===== src/rtl/core/pbffa_pkg.sv =====
`timescale 1ns / 1ps

package pbffa_pkg;

  localparam int BYTES_W = 13;
  localparam int OFF_W   = 12;

  // six low pages reserved after reset
  localparam logic [63:0] RESET_MAP = 64'h3f;

  typedef struct packed {
    logic load;
    logic div_step;
    logic plan;
    logic scan_step;
    logic out_load;
  } cmd_t;

  typedef struct packed {
    logic need_scan;
    logic hit;
    logic at_limit;
  } status_t;

endpackage


===== src/rtl/core/pbffa_req_if.sv =====
`timescale 1ns / 1ps

interface pbffa_req_if;
  logic                        valid;
  logic                        ready;
  logic                        mode;
  logic [pbffa_pkg::BYTES_W-1:0] request_bytes;
  logic [pbffa_pkg::OFF_W-1:0]   byte_offset;
  logic                        offset_valid;

  modport source (
    output valid, mode, request_bytes, byte_offset, offset_valid,
    input  ready
  );
  modport sink (
    input  valid, mode, request_bytes, byte_offset, offset_valid,
    output ready
  );
endinterface


===== src/rtl/core/pbffa_rsp_if.sv =====
`timescale 1ns / 1ps

interface pbffa_rsp_if;
  logic                      valid;
  logic                      ready;
  logic                      ok;
  logic [pbffa_pkg::OFF_W-1:0] alloc_offset;

  modport source (
    output valid, ok, alloc_offset,
    input  ready
  );
  modport sink (
    input  valid, ok, alloc_offset,
    output ready
  );
endinterface


===== src/rtl/core/page_bitmap_first_fit_allocator.sv =====
`timescale 1ns / 1ps

// channel  dir  handshake      payload
// req      in   valid / ready  mode, request_bytes, byte_offset, offset_valid
// rsp      out  valid / ready  ok, alloc_offset
//
// each request is accepted, divided by the page size (reciprocal multiply)
// and planned; an allocate that fits the map then scans start pages from
// zero, one start page a cycle, until a run is free or the last start page,
// and the result is then loaded into the output register.
// reset is synchronous; it restores the map with the six low pages reserved.
// req is taken only between items; a stalled rsp holds the finished item back.

module page_bitmap_first_fit_allocator #(
  parameter int PAGE_COUNT = 64,
  parameter int PAGE_BYTES = 64
) (
  input logic        clk,
  input logic        rst,
  pbffa_req_if.sink  req,
  pbffa_rsp_if.source rsp
);

  pbffa_pkg::cmd_t    cmd;
  pbffa_pkg::status_t st;

  pbffa_ctrl u_ctrl (
    .clk       (clk),
    .rst       (rst),
    .in_valid  (req.valid),
    .in_ready  (req.ready),
    .out_valid (rsp.valid),
    .out_ready (rsp.ready),
    .st        (st),
    .cmd       (cmd)
  );

  pbffa_dp #(
    .PAGE_COUNT (PAGE_COUNT),
    .PAGE_BYTES (PAGE_BYTES)
  ) u_dp (
    .clk             (clk),
    .rst             (rst),
    .cmd             (cmd),
    .st              (st),
    .in_mode         (req.mode),
    .in_bytes        (req.request_bytes),
    .in_offset       (req.byte_offset),
    .in_offset_valid (req.offset_valid),
    .out_ok          (rsp.ok),
    .out_offset      (rsp.alloc_offset)
  );

  a_one_cmd: assert property (@(posedge clk) disable iff (rst)
    $onehot0({cmd.load, cmd.div_step, cmd.plan, cmd.scan_step, cmd.out_load}))
    else $error("more than one datapath command at once");

  a_busy_after_accept: assert property (@(posedge clk) disable iff (rst)
    (req.valid && req.ready) |=> (!req.ready && cmd.div_step))
    else $error("request accepted but division did not start");

  a_fail_zero_offset: assert property (@(posedge clk) disable iff (rst)
    (rsp.valid && !rsp.ok) |-> (rsp.alloc_offset == '0))
    else $error("failed result carries a nonzero offset");

  a_scan_ends: assert property (@(posedge clk) disable iff (rst)
    (cmd.scan_step && (st.hit || st.at_limit)) |=> !cmd.scan_step)
    else $error("scan continued past a hit or its last start page");

endmodule


===== src/rtl/core/pbffa_ctrl.sv =====
`timescale 1ns / 1ps

module pbffa_ctrl (
  input  logic               clk,
  input  logic               rst,
  input  logic               in_valid,
  output logic               in_ready,
  output logic               out_valid,
  input  logic               out_ready,
  input  pbffa_pkg::status_t st,
  output pbffa_pkg::cmd_t    cmd
);

  typedef enum logic [4:0] {
    S_IDLE  = 5'b00001,
    S_DIV   = 5'b00010,
    S_PLAN  = 5'b00100,
    S_SCAN  = 5'b01000,
    S_WRITE = 5'b10000
  } state_t;

  state_t state;
  state_t state_next;

  assign in_ready = (state == S_IDLE);

  always_comb begin
    state_next = state;
    cmd        = '0;
    unique case (state)
      S_IDLE: begin
        if (in_valid) begin
          cmd.load   = 1'b1;
          state_next = S_DIV;
        end
      end
      S_DIV: begin
        cmd.div_step = 1'b1;
        state_next   = S_PLAN;
      end
      S_PLAN: begin
        cmd.plan   = 1'b1;
        state_next = st.need_scan ? S_SCAN : S_WRITE;
      end
      S_SCAN: begin
        cmd.scan_step = 1'b1;
        if (st.hit || st.at_limit) state_next = S_WRITE;
      end
      S_WRITE: begin
        // wait for the output register to free up
        if (!out_valid || out_ready) begin
          cmd.out_load = 1'b1;
          state_next   = S_IDLE;
        end
      end
      default: state_next = S_IDLE;
    endcase
  end

  always_ff @(posedge clk) begin
    if (rst) begin
      state     <= S_IDLE;
      out_valid <= 1'b0;
    end else begin
      state <= state_next;
      if (cmd.out_load) begin
        out_valid <= 1'b1;
      end else if (out_ready) begin
        out_valid <= 1'b0;
      end
    end
  end

endmodule


===== src/rtl/core/pbffa_dp.sv =====
`timescale 1ns / 1ps

module pbffa_dp #(
  parameter int PAGE_COUNT = 64,
  parameter int PAGE_BYTES = 64
) (
  input  logic                          clk,
  input  logic                          rst,
  input  pbffa_pkg::cmd_t               cmd,
  output pbffa_pkg::status_t            st,
  input  logic                          in_mode,
  input  logic [pbffa_pkg::BYTES_W-1:0] in_bytes,
  input  logic [pbffa_pkg::OFF_W-1:0]   in_offset,
  input  logic                          in_offset_valid,
  output logic                          out_ok,
  output logic [pbffa_pkg::OFF_W-1:0]   out_offset
);

  // numerator width: bytes + PAGE_BYTES - 1 stays below 2^14
  localparam int NW = pbffa_pkg::BYTES_W + 1;
  localparam int SI = $clog2(PAGE_COUNT);

  // floor(n / PAGE_BYTES) == (n * RECIP) >> KS for every n below 2^NW
  localparam int LG = $clog2(PAGE_BYTES);
  localparam int KS = NW + LG;
  localparam int MW = NW + 2;
  localparam int PW = NW + MW;
  localparam logic [MW-1:0] RECIP =
    MW'(((64'd1 << KS) + 64'(PAGE_BYTES) - 64'd1) / 64'(PAGE_BYTES));

  logic                  mode_q;
  logic                  valid_q;
  logic [NW-1:0]         bnum, bq;
  logic [NW-1:0]         onum, oq;
  logic [PAGE_COUNT-1:0] page_map;
  logic [PAGE_COUNT-1:0] want;
  logic [SI-1:0]         start;
  logic [SI-1:0]         limit;
  logic                  res_ok;
  logic [pbffa_pkg::OFF_W-1:0] res_off;

  // division by the page size as a reciprocal multiply
  logic [PW-1:0] b_prod, o_prod;

  assign b_prod = PW'(bnum) * PW'(RECIP);
  assign o_prod = PW'(onum) * PW'(RECIP);

  logic [NW-1:0]         pages;
  logic [NW-1:0]         lim_full;
  logic                  pages_fit;
  logic [PAGE_COUNT-1:0] want_init;
  logic [PAGE_COUNT-1:0] free_mask;
  logic [NW:0]           free_end;
  logic                  free_ok;

  assign pages     = bq;
  assign pages_fit = (pages != '0) && (pages <= NW'(PAGE_COUNT));
  assign lim_full  = NW'(PAGE_COUNT) - pages;
  assign free_end  = {1'b0, oq} + {1'b0, pages};
  assign free_ok   = valid_q && (pages != '0);

  always_comb begin
    for (int i = 0; i < PAGE_COUNT; i++) begin
      want_init[i] = (NW'(i) < pages);
      // pages at or above the top of the map drop out here
      free_mask[i] = (NW'(i) >= oq) && ((NW + 1)'(i) < free_end);
    end
  end

  logic hit;
  assign hit = ~|(page_map & want);

  assign st.need_scan = !mode_q && pages_fit;
  assign st.hit       = hit;
  assign st.at_limit  = (start == limit);

  always_ff @(posedge clk) begin
    if (rst) begin
      page_map <= PAGE_COUNT'(pbffa_pkg::RESET_MAP);
    end else begin
      if (cmd.plan && mode_q && free_ok) begin
        page_map <= page_map & ~free_mask;
      end else if (cmd.scan_step && hit) begin
        page_map <= page_map | want;
      end
    end
  end

  always_ff @(posedge clk) begin
    if (cmd.load) begin
      mode_q  <= in_mode;
      valid_q <= in_offset_valid;
      bnum    <= NW'(in_bytes) + NW'(PAGE_BYTES - 1);
      onum    <= NW'(in_offset);
    end
    if (cmd.div_step) begin
      bq <= NW'(b_prod >> KS);
      oq <= NW'(o_prod >> KS);
    end
    if (cmd.plan) begin
      res_ok  <= mode_q && free_ok;
      res_off <= '0;
      want    <= want_init;
      start   <= '0;
      limit   <= lim_full[SI-1:0];
    end
    if (cmd.scan_step) begin
      if (hit) begin
        res_ok  <= 1'b1;
        res_off <= pbffa_pkg::OFF_W'(int'(start) * PAGE_BYTES);
      end else begin
        want  <= {want[PAGE_COUNT-2:0], 1'b0};
        start <= start + SI'(1);
      end
    end
    if (cmd.out_load) begin
      out_ok     <= res_ok;
      out_offset <= res_off;
    end
  end

endmodule


===== src/flat_wrapper.sv =====
// flat-port wrapper written by rule: the top's interface ports become plain ports
module page_bitmap_first_fit_allocator_flat 
#(
  parameter int PAGE_COUNT = 64,
  parameter int PAGE_BYTES = 64
)
  (clk, rst, req_valid, req_mode, req_request_bytes, req_byte_offset, req_offset_valid, req_ready, rsp_valid, rsp_ok, rsp_alloc_offset, rsp_ready);
  pbffa_req_if req_i ();
  pbffa_rsp_if rsp_i ();
  input logic clk;
  input logic rst;
  input wire logic [$bits(req_i.valid)-1:0] req_valid;
  input wire logic [$bits(req_i.mode)-1:0] req_mode;
  input wire logic [$bits(req_i.request_bytes)-1:0] req_request_bytes;
  input wire logic [$bits(req_i.byte_offset)-1:0] req_byte_offset;
  input wire logic [$bits(req_i.offset_valid)-1:0] req_offset_valid;
  output wire logic [$bits(req_i.ready)-1:0] req_ready;
  output wire logic [$bits(rsp_i.valid)-1:0] rsp_valid;
  output wire logic [$bits(rsp_i.ok)-1:0] rsp_ok;
  output wire logic [$bits(rsp_i.alloc_offset)-1:0] rsp_alloc_offset;
  input wire logic [$bits(rsp_i.ready)-1:0] rsp_ready;
  assign req_i.valid = req_valid;
  assign req_i.mode = req_mode;
  assign req_i.request_bytes = req_request_bytes;
  assign req_i.byte_offset = req_byte_offset;
  assign req_i.offset_valid = req_offset_valid;
  assign req_ready = req_i.ready;
  assign rsp_valid = rsp_i.valid;
  assign rsp_ok = rsp_i.ok;
  assign rsp_alloc_offset = rsp_i.alloc_offset;
  assign rsp_i.ready = rsp_ready;
  page_bitmap_first_fit_allocator #(.PAGE_COUNT(PAGE_COUNT), .PAGE_BYTES(PAGE_BYTES)) u_core (.clk(clk), .rst(rst), .req(req_i), .rsp(rsp_i));
endmodule

===== config.mk =====
export PLATFORM = sky130hd
export DESIGN_NAME = page_bitmap_first_fit_allocator_flat
export DESIGN_NICKNAME = d
export VERILOG_FILES = /design/src/rtl/core/pbffa_pkg.sv /design/src/rtl/core/pbffa_req_if.sv /design/src/rtl/core/pbffa_rsp_if.sv /design/src/rtl/core/page_bitmap_first_fit_allocator.sv /design/src/rtl/core/pbffa_ctrl.sv /design/src/rtl/core/pbffa_dp.sv /design/src/flat_wrapper.sv
export SDC_FILE = /design/constraint.sdc
export NUM_CORES = 1
export LEC_CHECK = 0
export BUFFER_PORTS_ARGS = -buffer_cell sky130_fd_sc_hd__buf_2
export CAP_MARGIN = 20
export CELL_PAD_IN_SITES_DETAIL_PLACEMENT = 1
export CELL_PAD_IN_SITES_GLOBAL_PLACEMENT = 2
export CORE_MARGIN = 1.5
export CORE_UTILIZATION = 30
export DETAILED_ROUTE_END_ITERATION = 12
export PLACE_DENSITY_LB_ADDON = 0.1
export SLEW_MARGIN = 15
export SYNTH_ARGS = -nofsm -noshare
export SYNTH_HDL_FRONTEND = slang
export SYNTH_SLANG_ARGS = --single-unit

===== constraint.sdc =====
create_clock -name clk -period 3.1 [get_ports clk]
set_input_delay 0.155 -clock clk [delete_from_list [all_inputs] [get_ports clk]]
set_output_delay 0.155 -clock clk [all_outputs]
set_load 0.05 [all_outputs]

==> summary.md <==
| Metric | Value |
|---|---|
| Status | `finished clean` |
| Clk root buf | `clkbuf_16` |
| Die Ht | `approximately 180 um` |
| Syn-to-layout area delta | `25.76%` |
| Setup crit start kind | `register` |
| Mapped Nets | `1129` |
| Setup TNS | `0 ps` |
| Most common cell after layout, fill and taps aside | `dfxtp_1` |
| Clk sink count | `approximately 200` |
| RD Place Congestion | `between 0.9 and 1` |
| CTS Buffer Depth | `3` |
| Starting Density | `a little over 30%` |
| Cell area after placement | `between 10000 and 15000 um2` |
| Routed vias | `between 9000 and 10000` |
| Gr usage total | `between 20% and 30%` |
| Synth cell types | `60` |
| FMAX | `between 300 and 400 MHz` |
| Number of flops mapped to enable cells by yosys | `between 40 and 50` |
| Min-delay src | `req_request_bytes[5]` |
| Layout cells sized above 1 | `between 10% and 20%` |
| Setup crit end kind | `register` |
| Crit path launch | `u_core.u_dp.bq[0]$_DFFE_PP_` |
| Most frequent CP cell | `nand2_1` |
| Final Hold Viols | `0` |
| Post-DP HPWL | `slightly above 30000 um` |
| Final hold slack | `around 25 ps` |
| Leakage | `around 4.5 nW` |
| Num CTS Buffers | `26` |
| Most frequent cells in the layout | `dfxtp_1 (153), buf_4 (123), nand2_1 (122), a21oi_1 (101), nor2_1 (82)` |
| First DRT Iteration DRCs | `between 800 and 900` |
| Drt first pass iters | `6` |
| # port buffers | `39` |
| Total gr overflow | `0` |
| Pwr dens | `about 580 nW/um2` |
| Final ANT Viol Nets | `0` |
| Synthesis-stage register bit count | `about 200` |
| Fill cells | `3704` |
| Relative max-transition margin | `a little over a third` |
| WP data arrival | `around 3400 ps` |
| Mean routed wirelength per cell | `approximately 25 um` |
| H-tree depth | `1` |
| Period Utilization, post-route | `roughly 95%` |
| Worst-path clk slew | `roughly 60 ps` |
| Final setup viols | `0` |
| Post-DR vias/cell | `approximately 5.5` |
| Die width | `approximately 180 um` |
| Period minus WS final | `a little under 3000 ps` |
| R2r startpoint | `u_core.u_dp.bq[0]$_DFFE_PP_` |
| Initial antenna violation count | `0` |
| Largest net degree at the start of global routing | `between 50 and 60` |
| Clock Skew | `roughly 13 ps` |
| Crit Path Class | `reg -> reg` |
| Nets | `between 1000 and 1500` |
| Main flop type after synthesis | `dfxtp_1` |
| Crit-path max cell delay | `around 530 ps` |
| CP max stage cell | `a221oi_1` |
| Worst Hold Class | `in -> reg` |
| Cell Area, Synth | `roughly 9600 um2` |
| Post-Syn Instances | `around 1100` |
| Setup bufs post-CTS | `0` |
| # diodes | `0` |
| CP max FO | `8` |
| Core Area | `approximately 32000 um2` |
| IO Count | `46` |
| Unrepaired setup endpoints after global routing | `true` |
| Die area | `33090 um2` |
| Async set or reset register ratio after synthesis | `0%` |
| Sequential area share after synthesis | `47.22%` |
| Critical path, cell by cell | `ha_1, inv_1, fa_1, buf_4, xor2_1, nor2_1, nand2_1, nand2_1, nand2_1, a221oi_1, nor3_1` |
| Peak VDD IR | `0.4867 mV` |
| Mean Syn Cell Area | `~8.8 um2` |
| Slew Viols, Final | `0` |
| Fin area | `between 10000 and 15000 um2` |
| Number of global-route vias before repair | `8984` |
| YS warnings | `0` |
| FP Rows | `between 60 and 70` |
| Final Util | `a little under two fifths` |
| Slew @ Worst Pin | `963.5 ps` |
| CP Data Required Time | `approximately 3500 ps` |
| Clock latency on the worst-skew pair | `540 ps` |
| CTS tree | `yes` |
| Max_cap viols | `0` |
| DRC Markers | `0` |
| Routed WL | `approximately 40000 um` |
| First-pass GRT wire length | `about 60000 um` |
==> flip-flops by register name, summed over array words and instances, names as in the netlist <==
signal and count:
u_core.u_ctrl.out_valid 1, u_core.u_ctrl.state 5, u_core.u_dp.bnum 8, u_core.u_dp.bq 8, u_core.u_dp.limit 6, u_core.u_dp.mode_q 1
u_core.u_dp.onum 6, u_core.u_dp.oq 6, u_core.u_dp.out_offset 12, u_core.u_dp.out_ok 1, u_core.u_dp.page_map 64, u_core.u_dp.res_off 12
u_core.u_dp.res_ok 1, u_core.u_dp.start 6, u_core.u_dp.valid_q 1, u_core.u_dp.want 64
==> per-stage QoR <==
stage / std cells / power (mW) / setup WS, ps
final: 1641 / 7.047 / 145.0
after detailed placement: 1576 / 4.082 / -77.19
after global routing: 1641 / 7.285 / -56.80
after global placement: 1576 / 4.083 / -46.65
after floorplan: 1088 / 3.476 / 222.9
after CTS: 1641 / 7.087 / 26.86
==> path summary, 6_finish.rpt <==
path                                           end  slack, ps  cells after the start
min reg2reg            u_core.u_dp.oq[3]$_DFFE_PP_        410                      0
max reg2reg  u_core.u_dp.page_map[22]$_SDFFE_PP0P_        140                     11
max          u_core.u_dp.page_map[22]$_SDFFE_PP0P_        140                     11
min                  u_core.u_dp.bnum[6]$_DFFE_PP_         30                      4
==> kinds of logic (layout without fill, tap and decap cells) <==
logic type	Yosys count	count (layout)	share of synthesized area [%]
fa+ha+maj	10	10	1.381
buf+inv	124	275	5.394
compound gates	360	360	25.60
simple gates	365	365	17.90
mux	2	2	0.2215
xor+xnor	25	25	2.280
flops	202	202	47.22
==> routing by layer <==
| layer | share of wire [%] | GRT usage (%) | wire length, um | up-vias |
|---|---|---|---|---|
| li1 | - | - | - | 4271 |
| met1 | 49 | 36.33 | 19910 | 4505 |
| met5 | 0 | 0 | 0 | - |
| met4 | 2.3 | 6.149 | 947 | 0 |
| met3 | 6.5 | 3.951 | 2647 | 54 |
| met2 | 42 | 36.82 | 16970 | 265 |
==> what timing repair did <==
item                                    4_1_cts  5_1_grt
endpoints found under the hold margin        18        0
pin swaps                                     0        0
resized for setup                             1        6
endpoints found under the setup margin        1        8
cloned                                        0        0
hold buffers                                 18        0
==> critical path: cells and delay by family (launching register included) <==
kind                       cells  cell delay, ps
xor gates and xnor gates       1             210
and+or+nand+nor                5             920
adders and majority gates      2             560
buffers and inverters          2             220
DFF                            1             390
AOI/OAI and AO/OA              1             530
==> where the power goes <==
| part | total [mW] | switching [mW] | internal, mW |
|---|---|---|---|
| clock | 2.95 | 1.22 | 1.74 |
| sequential | 3.17 | 0.264 | 2.90 |
| combinational | 0.924 | 0.523 | 0.401 |
==> cell usage after synthesis, drive strengths merged (2+ instances only) <==
| master | instances | area [um2] |
|---|---|---|
| a22o | 16 | 140.1 |
| o22ai | 7 | 43.79 |
| and2 | 11 | 68.82 |
| and3 | 4 | 25.02 |
| a221oi | 38 | 339.1 |
| nand2b | 12 | 75.07 |
| dfxtp | 153 | 3063 |
| buf | 28 | 157.7 |
| a211o | 2 | 17.52 |
| nand4 | 6 | 37.54 |
| nor4 | 2 | 12.51 |
| xnor2 | 15 | 131.4 |
| o21a | 12 | 90.09 |
| ha | 9 | 112.6 |
| xor2 | 10 | 87.58 |
| a21o | 6 | 45.04 |
| o211ai | 15 | 112.6 |
| o41ai | 3 | 26.28 |
| nor3 | 42 | 225.2 |
| nand3 | 36 | 180.2 |
| nor3b | 7 | 52.55 |
| o31a | 4 | 35.03 |
| a21oi | 101 | 505.5 |
| clkbuf | 57 | 214.0 |
| o31ai | 12 | 103.9 |
| a31oi | 7 | 43.79 |
| a211oi | 48 | 360.4 |
| nor2 | 87 | 336.6 |
| a311oi | 7 | 61.31 |
| a221o | 17 | 170.2 |
| nand2 | 122 | 457.9 |
| or3 | 17 | 111.4 |
| or2 | 7 | 43.80 |
| a22oi | 2 | 15.01 |
| a2111oi | 4 | 35.03 |
| edfxtp | 49 | 1471 |
| and4 | 2 | 20.02 |
| inv | 39 | 146.4 |
| o21ai | 55 | 279.0 |
| nor2b | 5 | 31.28 |
| nand3b | 4 | 30.03 |
==> layout make-up <==
class                      count  area [um2]  area share (%)
clock buffer                  34       690.7           5.719
clock inverter                13       133.9           1.109
inverter                      39       146.4           1.212
multi-input combinational    762        4589           38.00
sequential                   202        4534           37.55
tap                          402       503.0           4.165
timing repair buffer         189        1479           12.25
Note: power is estimated with default switching activity, not from simulation.
